File: src/rtl/pdss_pkg.sv
`default_nettype none
// ----------------------------------------------------------------------------
// pdss_pkg
// Types and constants shared by the displacement speed statistics block.
// ----------------------------------------------------------------------------
package pdss_pkg;

    localparam int NUM_TIMES = 6;
    localparam logic [2:0] REG_LOWER = 3'd0;
    localparam logic [2:0] REG_UPPER = 3'd1;
    localparam logic signed [31:0] S32_MAX = 32'sh7FFF_FFFF;
    localparam logic signed [31:0] S32_MIN = 32'sh8000_0000;

    typedef struct packed {
        logic               pair;
        logic               pv;
        logic signed [31:0] disp;
        logic signed [32:0] dt;
        logic               summary;
    } job_t;

    typedef enum logic [2:0] {
        ST_IDLE,
        ST_PDIV,
        ST_PAIR,
        ST_MDIV,
        ST_SUM
    } st_t;

endpackage : pdss_pkg
`default_nettype wire

File: src/rtl/pdss_div.sv
`default_nettype none
// ----------------------------------------------------------------------------
// pdss_div
// Restoring serial divider, signed, truncating toward zero, one bit a cycle.
// ----------------------------------------------------------------------------
module pdss_div
    import pdss_pkg::*;
(
    input  wire logic               clk,
    input  wire logic               rst_n,
    input  wire logic               start,
    input  wire logic signed [63:0] num,
    input  wire logic signed [63:0] den,
    output logic                    done,
    output logic signed [63:0]      quot
);

    logic [63:0] q_reg, q_next;
    logic [63:0] r_reg, r_next;
    logic [63:0] d_reg, d_next;
    logic        neg_reg, neg_next;
    logic [6:0]  cnt_reg, cnt_next;
    logic        busy_reg, busy_next;
    logic        done_reg, done_next;
    logic [64:0] trial;

    always_comb
    begin
        q_next = q_reg;
        r_next = r_reg;
        d_next = d_reg;
        neg_next = neg_reg;
        cnt_next = cnt_reg;
        busy_next = busy_reg;
        done_next = 1'b0;
        trial = '0;
        if (start)
        begin
            q_next = num[63] ? 64'(-num) : 64'(num);
            d_next = den[63] ? 64'(-den) : 64'(den);
            neg_next = num[63] ^ den[63];
            r_next = '0;
            cnt_next = 7'd64;
            busy_next = 1'b1;
        end
        else if (busy_reg)
        begin
            trial = {r_reg, q_reg[63]} - {1'b0, d_reg};
            if (!trial[64])
            begin
                r_next = trial[63:0];
                q_next = {q_reg[62:0], 1'b1};
            end
            else
            begin
                r_next = {r_reg[62:0], q_reg[63]};
                q_next = {q_reg[62:0], 1'b0};
            end
            cnt_next = cnt_reg - 7'd1;
            if (cnt_reg == 7'd1)
            begin
                busy_next = 1'b0;
                done_next = 1'b1;
            end
        end
    end

    always_ff @(posedge clk or negedge rst_n)
    begin
        if (!rst_n)
        begin
            busy_reg <= 1'b0;
            done_reg <= 1'b0;
            cnt_reg <= '0;
        end
        else
        begin
            busy_reg <= busy_next;
            done_reg <= done_next;
            cnt_reg <= cnt_next;
        end
    end

    always_ff @(posedge clk)
    begin
        q_reg <= q_next;
        r_reg <= r_next;
        d_reg <= d_next;
        neg_reg <= neg_next;
    end

    assign done = done_reg;
    assign quot = neg_reg ? 64'(-q_reg) : q_reg;

endmodule : pdss_div
`default_nettype wire

File: src/rtl/pdss_front.sv
`default_nettype none
// ----------------------------------------------------------------------------
// pdss_front
// Accepts images, forms pair differences and queues jobs for the back end.
// ----------------------------------------------------------------------------
module pdss_front
    import pdss_pkg::*;
#(
    parameter int MAX_IMAGES = 6
)
(
    input  wire logic               clk,
    input  wire logic               rst_n,
    input  wire logic               in_valid,
    output logic                    in_ready,
    input  wire logic signed [31:0] value,
    input  wire logic               vvalid,
    input  wire logic               last,
    input  wire logic               cfg_we,
    input  wire logic [2:0]         cfg_idx,
    input  wire logic [31:0]        cfg_data,
    output logic                    job_valid,
    input  wire logic               job_ready,
    output job_t                    job
);

    logic signed [31:0] times_reg [NUM_TIMES];
    logic signed [31:0] prev_reg;
    logic               prevv_reg;
    logic [2:0]         idx_reg;
    logic               fire, pop, is_last;
    logic signed [32:0] diff, tk, tp;
    job_t               ent;
    job_t               head_reg, tail_reg;
    logic [1:0]         fill_reg;

    assign in_ready = (fill_reg != 2'd2);
    assign job_valid = (fill_reg != 2'd0);
    assign job = head_reg;
    assign fire = in_valid && in_ready;
    assign pop = job_valid && job_ready;
    assign is_last = last || (idx_reg >= 3'(MAX_IMAGES - 1));

    always_comb
    begin
        tk = (idx_reg < 3'(NUM_TIMES)) ? 33'(times_reg[idx_reg]) : '0;
        tp = (idx_reg != 3'd0) ? 33'(times_reg[idx_reg - 3'd1]) : '0;
        diff = 33'(prev_reg) - 33'(value);
        ent.pair = (idx_reg != 3'd0);
        ent.pv = prevv_reg && vvalid;
        ent.disp = (diff > 33'(S32_MAX)) ? S32_MAX :
                   (diff < 33'(S32_MIN)) ? S32_MIN : diff[31:0];
        ent.dt = tk - tp;
        ent.summary = is_last;
    end

    always_ff @(posedge clk or negedge rst_n)
    begin
        if (!rst_n)
        begin
            for (int k = 0; k < NUM_TIMES; k++)
            begin
                times_reg[k] <= 32'(k * 65536);
            end
            prev_reg <= '0;
            prevv_reg <= 1'b0;
            idx_reg <= '0;
            fill_reg <= '0;
        end
        else
        begin
            if (cfg_we && cfg_idx >= 3'd2)
            begin
                times_reg[cfg_idx - 3'd2] <= cfg_data;
            end
            if (fire && !pop)
            begin
                fill_reg <= fill_reg + 2'd1;
            end
            else if (pop && !fire)
            begin
                fill_reg <= fill_reg - 2'd1;
            end
            if (fire)
            begin
                if (is_last)
                begin
                    prev_reg <= '0;
                    prevv_reg <= 1'b0;
                    idx_reg <= '0;
                end
                else
                begin
                    prev_reg <= value;
                    prevv_reg <= vvalid;
                    idx_reg <= idx_reg + 3'd1;
                end
            end
        end
    end

    always_ff @(posedge clk)
    begin
        if (fire && (fill_reg == 2'd0 || (pop && fill_reg == 2'd1)))
        begin
            head_reg <= ent;
        end
        else if (pop)
        begin
            head_reg <= tail_reg;
        end
        if (fire && !pop && fill_reg == 2'd1)
        begin
            tail_reg <= ent;
        end
    end

endmodule : pdss_front
`default_nettype wire

File: src/rtl/pdss_back.sv
`default_nettype none
// ----------------------------------------------------------------------------
// pdss_back
// Computes speeds with a shared divider, keeps statistics and emits results.
// ----------------------------------------------------------------------------
module pdss_back
    import pdss_pkg::*;
(
    input  wire logic               clk,
    input  wire logic               rst_n,
    input  wire logic               job_valid,
    output logic                    job_ready,
    input  job_t                    job,
    input  wire logic               cfg_we,
    input  wire logic [2:0]         cfg_idx,
    input  wire logic [31:0]        cfg_data,
    output logic                    out_valid,
    input  wire logic               out_ready,
    output logic [167:0]            out_data,
    output logic                    out_kind,
    output logic                    out_last
);

    st_t                st_reg, st_next;
    job_t               job_reg, job_next;
    logic signed [31:0] lo_reg, hi_reg;
    logic signed [34:0] sum_reg, sum_next;
    logic signed [31:0] mn_reg, mn_next, mx_reg, mx_next;
    logic [2:0]         cnt_reg, cnt_next;
    logic signed [31:0] spd_reg, spd_next;
    logic               dstart, ddone;
    logic signed [63:0] dnum, dden, dq;
    logic signed [31:0] sat;
    logic               qual;

    pdss_div u_div (
        .clk(clk), .rst_n(rst_n), .start(dstart),
        .num(dnum), .den(dden), .done(ddone), .quot(dq)
    );

    assign sat = (dq > 64'(S32_MAX)) ? S32_MAX :
                 (dq < 64'(S32_MIN)) ? S32_MIN : dq[31:0];
    assign qual = (job_reg.disp > lo_reg) && (job_reg.disp < hi_reg);

    always_comb
    begin
        st_next = st_reg;
        job_next = job_reg;
        sum_next = sum_reg;
        mn_next = mn_reg;
        mx_next = mx_reg;
        cnt_next = cnt_reg;
        spd_next = spd_reg;
        dstart = 1'b0;
        dnum = {{32{job_reg.disp[31]}}, job_reg.disp} <<< 16;
        dden = 64'(job_reg.dt);
        job_ready = 1'b0;
        out_valid = 1'b0;
        out_kind = 1'b0;
        out_last = 1'b0;
        out_data = '0;
        case (st_reg)
            ST_IDLE:
            begin
                job_ready = 1'b1;
                if (job_valid)
                begin
                    job_next = job;
                    if (!job.pair)
                    begin
                        st_next = job.summary ? ST_MDIV : ST_IDLE;
                    end
                    else if (!job.pv)
                    begin
                        spd_next = '0;
                        st_next = ST_PAIR;
                    end
                    else if (job.dt == '0)
                    begin
                        spd_next = (job.disp > 0) ? S32_MAX :
                                   (job.disp < 0) ? S32_MIN : '0;
                        st_next = ST_PAIR;
                    end
                    else
                    begin
                        st_next = ST_PDIV;
                    end
                    if (job.pair && job.pv && job.dt != '0)
                    begin
                        dstart = 1'b1;
                        dnum = {{32{job.disp[31]}}, job.disp} <<< 16;
                        dden = 64'(job.dt);
                    end
                end
            end
            ST_PDIV:
            begin
                if (ddone)
                begin
                    spd_next = sat;
                    st_next = ST_PAIR;
                end
            end
            ST_PAIR:
            begin
                out_valid = 1'b1;
                out_data[31:0] = job_reg.pv ? job_reg.disp : '0;
                out_data[63:32] = spd_reg;
                out_data[64] = job_reg.pv;
                if (out_ready)
                begin
                    if (job_reg.pv && qual)
                    begin
                        if (cnt_reg == 3'd0)
                        begin
                            mn_next = spd_reg;
                            mx_next = spd_reg;
                        end
                        else
                        begin
                            if (spd_reg < mn_reg) mn_next = spd_reg;
                            if (spd_reg > mx_reg) mx_next = spd_reg;
                        end
                        sum_next = sum_reg + 35'(spd_reg);
                        cnt_next = cnt_reg + 3'd1;
                    end
                    st_next = job_reg.summary ? ST_MDIV : ST_IDLE;
                end
            end
            ST_MDIV:
            begin
                if (cnt_reg == 3'd0)
                begin
                    st_next = ST_SUM;
                end
                else
                begin
                    dstart = 1'b1;
                    dnum = 64'(sum_reg);
                    dden = {61'd0, cnt_reg};
                    st_next = ST_PDIV;
                    job_next.summary = 1'b0;
                    job_next.pair = 1'b0;
                end
            end
            ST_SUM:
            begin
                out_valid = 1'b1;
                out_kind = 1'b1;
                out_last = 1'b1;
                if (cnt_reg != 3'd0)
                begin
                    out_data[96:65] = spd_reg;
                    out_data[128:97] = mn_reg;
                    out_data[160:129] = mx_reg;
                    out_data[161] = 1'b1;
                end
                if (out_ready)
                begin
                    sum_next = '0;
                    mn_next = '0;
                    mx_next = '0;
                    cnt_next = '0;
                    st_next = ST_IDLE;
                end
            end
            default:
            begin
                st_next = ST_IDLE;
            end
        endcase
        if (st_reg == ST_PDIV && ddone && !job_reg.pair)
        begin
            st_next = ST_SUM;
        end
    end

    always_ff @(posedge clk or negedge rst_n)
    begin
        if (!rst_n)
        begin
            st_reg <= ST_IDLE;
            lo_reg <= S32_MIN;
            hi_reg <= S32_MAX;
            sum_reg <= '0;
            mn_reg <= '0;
            mx_reg <= '0;
            cnt_reg <= '0;
        end
        else
        begin
            st_reg <= st_next;
            sum_reg <= sum_next;
            mn_reg <= mn_next;
            mx_reg <= mx_next;
            cnt_reg <= cnt_next;
            if (cfg_we && cfg_idx == REG_LOWER) lo_reg <= cfg_data;
            if (cfg_we && cfg_idx == REG_UPPER) hi_reg <= cfg_data;
        end
    end

    always_ff @(posedge clk)
    begin
        job_reg <= job_next;
        spd_reg <= spd_next;
    end

endmodule : pdss_back
`default_nettype wire

File: src/rtl/pixel_displacement_speed_stats.sv
`default_nettype none
// ----------------------------------------------------------------------------
// pixel_displacement_speed_stats
// Per-pixel displacement and speed between successive images, with summary.
// ----------------------------------------------------------------------------
// One beat on the slave side carries one image value of a pixel. Every image
// after the first gives a pair beat on the master side; the final image of a
// pixel also gives a summary beat with tlast set. tuser is the result kind.
// The front end forms the saturated displacement and the time difference and
// puts the job into a two-entry queue; the back end divides with a shared
// one-bit-a-cycle divider of 64 steps.
// A pair beat follows its image beat through the queue and the idle, divide and
// pair states; the back end takes a new job only when idle. A summary passes the
// mean, divide and summary states, and skips the divide if no pair qualified.
// A stalled master side holds the beat; the queue then fills and the slave
// side stalls. Reset restores the configuration registers to their defaults
// and clears pixel state. Configuration writes go through the plain write port;
// the user must make them only while idle, as the block does not enforce it.
// ----------------------------------------------------------------------------
module pixel_displacement_speed_stats
    import pdss_pkg::*;
#(
    parameter int MAX_IMAGES = 6
)
(
    input  wire logic         clk,
    input  wire logic         rst_n,
    input  wire logic         s_tvalid,
    output logic              s_tready,
    input  wire logic [39:0]  s_tdata,   // image_value, value_valid
    input  wire logic         s_tlast,
    output logic              m_tvalid,
    input  wire logic         m_tready,
    output logic [167:0]      m_tdata,   // disp, speed, pair_valid, mean, min, max, stats_valid
    output logic              m_tuser,   // result_kind
    output logic              m_tlast,
    input  wire logic         cfg_we,
    input  wire logic [2:0]   cfg_idx,
    input  wire logic [31:0]  cfg_data
);

    logic jv, jr;
    job_t jb;

    pdss_front #(.MAX_IMAGES(MAX_IMAGES)) u_front (
        .clk(clk), .rst_n(rst_n), .in_valid(s_tvalid), .in_ready(s_tready),
        .value(s_tdata[31:0]), .vvalid(s_tdata[32]), .last(s_tlast),
        .cfg_we(cfg_we), .cfg_idx(cfg_idx), .cfg_data(cfg_data),
        .job_valid(jv), .job_ready(jr), .job(jb)
    );

    pdss_back u_back (
        .clk(clk), .rst_n(rst_n), .job_valid(jv), .job_ready(jr), .job(jb),
        .cfg_we(cfg_we), .cfg_idx(cfg_idx), .cfg_data(cfg_data),
        .out_valid(m_tvalid), .out_ready(m_tready), .out_data(m_tdata),
        .out_kind(m_tuser), .out_last(m_tlast)
    );

endmodule : pixel_displacement_speed_stats
`default_nettype wire

File: config.mk
export PLATFORM = sky130hd
export DESIGN_NAME = pixel_displacement_speed_stats
export DESIGN_NICKNAME = d
export VERILOG_FILES = /design/src/rtl/pdss_pkg.sv /design/src/rtl/pdss_div.sv /design/src/rtl/pdss_front.sv /design/src/rtl/pdss_back.sv /design/src/rtl/pixel_displacement_speed_stats.sv
export SDC_FILE = /design/constraint.sdc
export NUM_CORES = 2
export LEC_CHECK = 0
export ABC_AREA = 1
export BUFFER_PORTS_ARGS = -buffer_cell sky130_fd_sc_hd__buf_4
export CORE_MARGIN = 4
export CORE_UTILIZATION = 50
export CTS_CLUSTER_SIZE = 14
export DETAILED_ROUTE_END_ITERATION = 6
export PLACE_DENSITY_LB_ADDON = 0.25
export SLEW_MARGIN = 20
export SYNTH_ARGS = -nofsm -noshare
export SYNTH_HDL_FRONTEND = slang
export SYNTH_HIERARCHICAL = 1
export SYNTH_SLANG_ARGS = --single-unit
File: constraint.sdc
create_clock -name clk -period 10.4 [get_ports clk]
set_input_delay 1.04 -clock clk [delete_from_list [all_inputs] [get_ports clk]]
set_output_delay 1.04 -clock clk [all_outputs]
set_load 0.02 [all_outputs]
; ---- Yosys cells after proc, flatten, opt, wreduce, memory -nomap -nowiden
; Index checks and enable logic that the tools add are counted.
[totals]
elab_cells = 242
register_bits = 837
[classes]
add_sub_neg = 14
eq_ne = 22
mux = 98
bitwise_logic = 4
magnitude_cmp = 17
reduce_logical = 46
[ops]
columns = op, count
row1 = $mux 32, 27
row2 = $mux 64, 11
row3 = $pmux 64 s2, 2
row4 = $mux 68, 3
row5 = $mux 97, 2
row6 = $bmux 32 s3, 2
row7 = $bwmux 192, 1
row8 = $neg 64->64, 3
row9 = $pmux 32 s2, 3
row10 = $mux 35, 3
row11 = $demux 32 s3, 1
row12 = $pmux 35 s2, 1
row13 = $mux 33, 2
row14 = $mux 65, 1
row15 = $sub 65x64->65, 1
row16 = $gt 32x32->1, 2
row17 = $gt 64x32->1 const B, 1
row18 = $lt 32x32->1, 2
row19 = $lt 64x32->1 const B, 1
row20 = $mux 63, 1
row21 = $add 35x32->35, 1
row22 = $gt 33x32->1 const B, 1
row23 = $logic_not 33->1, 1
row24 = $lt 33x32->1 const B, 1
row25 = other kinds (47), 127

; ---- Longest topological paths before layout
[depth]
depth_word = 8
depth_mapped = 26
depth_no_buf = 24

; ---- Cells and area by module
; Netlist, hierarchy kept.
[modules_own_cells]
columns = module, cells_per_inst, seq_area_each_um2, instances, area_each_um2
row1 = pdss_front, 2826, 9848.2, 1, 21551.9
row2 = pdss_div, 3400, 5380.2, 1, 20158.1
row3 = pdss_back, 2733, 7272.0, 1, 19397.4

; ---- Least setup slack after synthesis
; Ideal clock, no wire load.
[synth_timing]
path_type = flip-flop to flip-flop
from = reg u_front.fill_reg[0]
to = reg u_back.u_div.q_reg[0] (enable)
arrival_time_ns = 7.876
stages_incl_launch_ff = 14
synth_period_minus_slack_ns = 8.295
setup_slack_ns = 2.105
path_cell_list = dfrtp_1 -> inv_1 -> ha_1 -> inv_1 -> nand2_1 -> inv_1 -> nand3_1 -> buf_2 -> buf_2 -> o21ai_0 -> clkbuf_1 -> nor2_1 -> clkbuf_1 -> inv_1
[synth_between]
elab_chain_len = 4
[synth_lines]
columns = element, line_no
row1 = "start, declared", pdss_front.sv:35  ; logic [1:0] fill_reg;
row2 = "start signal, assigned", pdss_front.sv:78  ; fill_reg <= fill_reg + 2'd1;
row3 = "start signal, assigned", pdss_front.sv:82  ; fill_reg <= fill_reg - 2'd1;
row4 = $reduce_bool 2->1, pdss_front.sv:38  ; assign job_valid = (fill_reg != 2'd0);
row5 = net jv, pixel_displacement_speed_stats.sv:42  ; logic jv, jr;
row6 = $mux 1, pdss_back.sv:66  ; if (job_valid)
row7 = $pmux 1 s2, pdss_back.sv:62  ; case (st_reg)
row8 = net u_back.dstart, pdss_back.sv:31  ; logic dstart, ddone;
row9 = $reduce_bool 2->1 (no line), --
row10 = "end signal, assigned", pdss_div.sv:86  ; q_reg <= q_next;
row11 = "end, declared", pdss_div.sv:18  ; logic [63:0] q_reg, q_next;
; The timed path passes the listed nets, and every way through them passes these cells.
; A chain may end at the register's enable or synchronous reset.

; ---- Final worst setup path
[layout_timing]
from = reg u_front.fill_reg[0]
to = reg u_back.u_div.d_reg[53], data pin
[layout_between]
elab_chain_len = 5
[layout_lines]
columns = element, line_no
row1 = $reduce_bool 2->1, pdss_front.sv:38
row2 = net jv, pixel_displacement_speed_stats.sv:42
row3 = $mux 64, pdss_back.sv:66
row4 = $pmux 64 s2, pdss_back.sv:62
row5 = net u_back.dden[32], pdss_back.sv:32  ; logic signed [63:0] dnum, dden, dq;
row6 = $neg 64->64, pdss_div.sv:40  ; d_next = den[63] ? 64'(-den) : 64'(den);
row7 = $mux 63, pdss_div.sv:40
row8 = "end signal, assigned", pdss_div.sv:88  ; d_reg <= d_next;
row9 = "end, declared", pdss_div.sv:20  ; logic [63:0] d_reg, d_next;
; The timed path passes the listed nets, and every way through them passes these cells.

==> results by group <==
Final layout
  • Max reg flops: 192
  • Number of fillers in the final layout: ~12000
  • Synthesis-to-layout area growth: 10.3%
  • Post-layout nets: approximately 9400
  • Layout cells sized above 1: 7.58%
  • Final Util: 55.9%
  • Diode count: 0

Die
  • Row count: 127
  • Io pins: 253
  • Die W: ~360 um
  • Die area: 128000 sq um
  • Core Region: roughly 120000 sq um
  • Starting Density: 50.7%
  • Die H: 358 um

STA
  • Setup_tns: 0 ns
  • Hold Vio Cnt, Final: 0
  • Relative slew slack: 30.0%
  • Final setup vio count: 0
  • Slew @ Worst Pin: 1.05 ns
  • RSZ-0062 raised after global routing: false
  • Max Clock Freq: 169 MHz
  • Layout Skew: 0.0227 ns
  • Minimum clock period: 5.93 ns
  • Max-slew violation count: 0
  • Final period util: a little under three fifths

Clock tree
  • TritonCTS Buffers: 95
  • Clk buf depth: 3
  • Clock latency on the worst-skew pair: 0.70 ns
  • Hold-fix buffers, CTS: 0
  • Setup Fix Bufs, Post-CTS: 0
  • Clock sink count: approximately 840
  • Clock Pin Slew Worst Setup and Hold Paths: 0.06 ns
  • CTS tree: yes
  • PostCTS Resize Cnt: 0
  • H-tree depth: 3
  • Root Driver: clkbuf_16

Worst setup path
  • Buf/Inv on CP: 6
  • Worst r2r src: u_front/fill_reg[0]
  • Worst r2r path cells: 17
  • Levels on crit path: 17
  • Worst setup path class: reg2reg
  • Critical Path AT: 6.33 ns
  • Setup crit end: u_back/u_div/d_reg[53]
  • Slowest stage delay, CP: 0.68 ns
  • Flop2flop setup slack: around 4.5 ns
  • Crit Path Max Fanout: a little under 90
  • Worst path cell trace: inv_1 > ha_1 > inv_1 > nand2_1 > inv_1 > nand3_4 > buf_4 > o211ai_1 > nand2_4 > buf_4 > nor2_1 > inv_1 > nor3_1 > a21oi_1 > nor4_1 > o21ai_0 > xor2_1
  • Req. time, crit path: roughly 11 ns
  • CP Launch Type: flip-flop
  • Delay-heaviest family, CP: simple AND/OR/NAND/NOR gates
  • CP Capture Type: flip-flop
  • Slowest CP cell: nor4_1
  • Most frequent CP cell: inv_1
  • CP startpoint: u_front/fill_reg[0]
  • Reg-to-Reg End: u_back/u_div/d_reg[53]

Logic synthesis
  • Complex-gate fraction of the synthesized area: 11.7%
  • Seq/Total Area, Yosys: 36.8%
  • Main combinational cell family by area after synthesis: simple AND/OR/NAND/NOR gates
  • Cell variety after synth: between 60 and 70
  • Simple-gate share of the synthesized area: a little under a third
  • FFs w/ async S/R, synth: approximately half
  • Mapped Avg Cell Area: 6.82 sq um
  • Adder-Cell Fraction of Synth Area: 6.34%
  • Post-synth EDFFs: 365
  • Dominant synthesized flop cell: dfrtp_1
  • Mux cell area share after synthesis: 0%
  • Synth warn: 6
  • Synthesized area: a little over 60000 sq um
  • Mapped Cells: 8959
  • Xor/xnor share of the synthesized area: 3.73%
  • Seq cells post-synth: 837

Place
  • Port-buffer cells: 239
  • GPL Wtd Cong: 0.962
  • Post-DP HPWL: 143 mm

Global routing
  • Gr usage total: 29.2%
  • Largest net degree at the start of global routing: 136
  • First-pass GRT wire length: 297 mm
  • Antenna violations before repair: 4
  • Overflow after GRT: 0
  • Number of global-route vias before repair: 53400

Route
  • Wire per inst: between 15 and 20 um
  • Routed wire length: 190 mm
  • Vias/cell: roughly 5.3
  • DRT iter0 DRCs: 5439
  • Vias: 57300
  • TritonRoute pass-1 iters: 6
  • DRC errors left: 0
  • Post-route ant nets: 0

Status
  • Outcome: finished clean

Hold path
  • Worst hold path class: in2async

Flow run
  • Max Cap Violations: 0
-- synthesized netlist by cell type, drive strengths merged (2+ instances only) --
cell type | n | share of area, %
nor4b | 2 | 0.029
fa | 4 | 0.13
nand3 | 478 | 4.0
nand3b | 17 | 0.21
o21ai | 752 | 6.2
o211ai | 81 | 1.0
dfrtp | 369 | 15
nor3 | 75 | 0.65
buf | 95 | 1.0
and2 | 12 | 0.12
a21oi | 392 | 3.3
dfstp | 39 | 1.7
inv | 1391 | 8.5
clkinv | 4 | 0.025
edfxtp | 365 | 18
a21o | 15 | 0.18
o22ai | 9 | 0.092
nor3b | 8 | 0.11
a21boi | 3 | 0.037
o21bai | 15 | 0.19
a31oi | 21 | 0.21
ha | 303 | 6.2
nor2 | 905 | 5.7
xnor2 | 81 | 1.2
o21a | 7 | 0.086
nor4 | 45 | 0.49
dfxtp | 64 | 2.1
or2 | 22 | 0.23
o31ai | 8 | 0.098
nand4 | 113 | 1.2
and3 | 2 | 0.020
xor2 | 179 | 2.6
nand2 | 2812 | 18
clkbuf | 235 | 1.4
a211oi | 30 | 0.37
-- per-layer routing --
| metal | GRT usage [%] | vias to the layer above | wire [um] |
|---|---|---|---|
| met5 | 0 | - | 21 |
| met4 | 8.85 | 4 | 5390 |
| met3 | 3.94 | 256 | 13300 |
| met2 | 45.7 | 1825 | 83200 |
| met1 | 42.3 | 26500 | 87600 |
| li1 | - | 28700 | - |
-- layout by cell type, fill, tap and decap left out, drive strengths merged, types with 179 or more instances in the layout --
cell type / n
a21oi: 392
buf: 305
dfrtp: 369
edfxtp: 365
ha: 303
inv: 1397
nand2: 2812
nand3: 478
nor2: 905
o21ai: 752
xor2: 179
-- cells by family after synthesis --
logic type	count (synthesis)
and+or+nand+nor	4492
xor gates and xnor gates	260
DFF	837
other	1
AOI/OAI and AO/OA	1337
adders and majority gates	307
buffers and inverters	1725
-- area by class of cell --
class / count / area, sq um / share of cell area (%)
Multi-Input combinational cell: 6402 / 32000 / 47.5
Sequential cell: 837 / 22500 / 33.4
Inverter: 1395 / 5240 / 7.77
Clock buffer: 128 / 2690 / 3.99
Timing Repair Buffer: 305 / 2310 / 3.43
Tap cell: 1612 / 2020 / 2.99
Clock inverter: 50 / 642 / 0.952
-- how the worst min path moves through the flow --
stage,from,end,slack (ns),cells past startpoint
floorplan,u_front/job[66],u_back/job_reg[66],0.42,0
global placement,u_front/job[1],u_back/job_reg[1],0.43,0
detailed placement,u_front/job[2],u_back/job_reg[2],0.44,0
CTS,rst_n,u_back/mn_reg[15],0.31,1
global route,rst_n,u_back/mn_reg[15],0.33,1
finish,rst_n,u_back/mx_reg[14],0.30,1
-- through the flow --
step / area, sq um / hold WS (ns) / setup WS, ns / cells
after floorplan: 61100 / 0.424 / 2.10 / 8964
after global placement: 64100 / 0.432 / 4.68 / 10600
after detailed placement: 64100 / 0.435 / 4.54 / 10600
after CTS: 67400 / 0.312 / 4.52 / 10700
after global routing: 67400 / 0.335 / 3.84 / 10700
final: 67400 / 0.295 / 4.47 / 10700
Power is left out: the tool's default activity adds up to more than one toggle a clock period on the data nets, which glitch-free logic cannot reach.
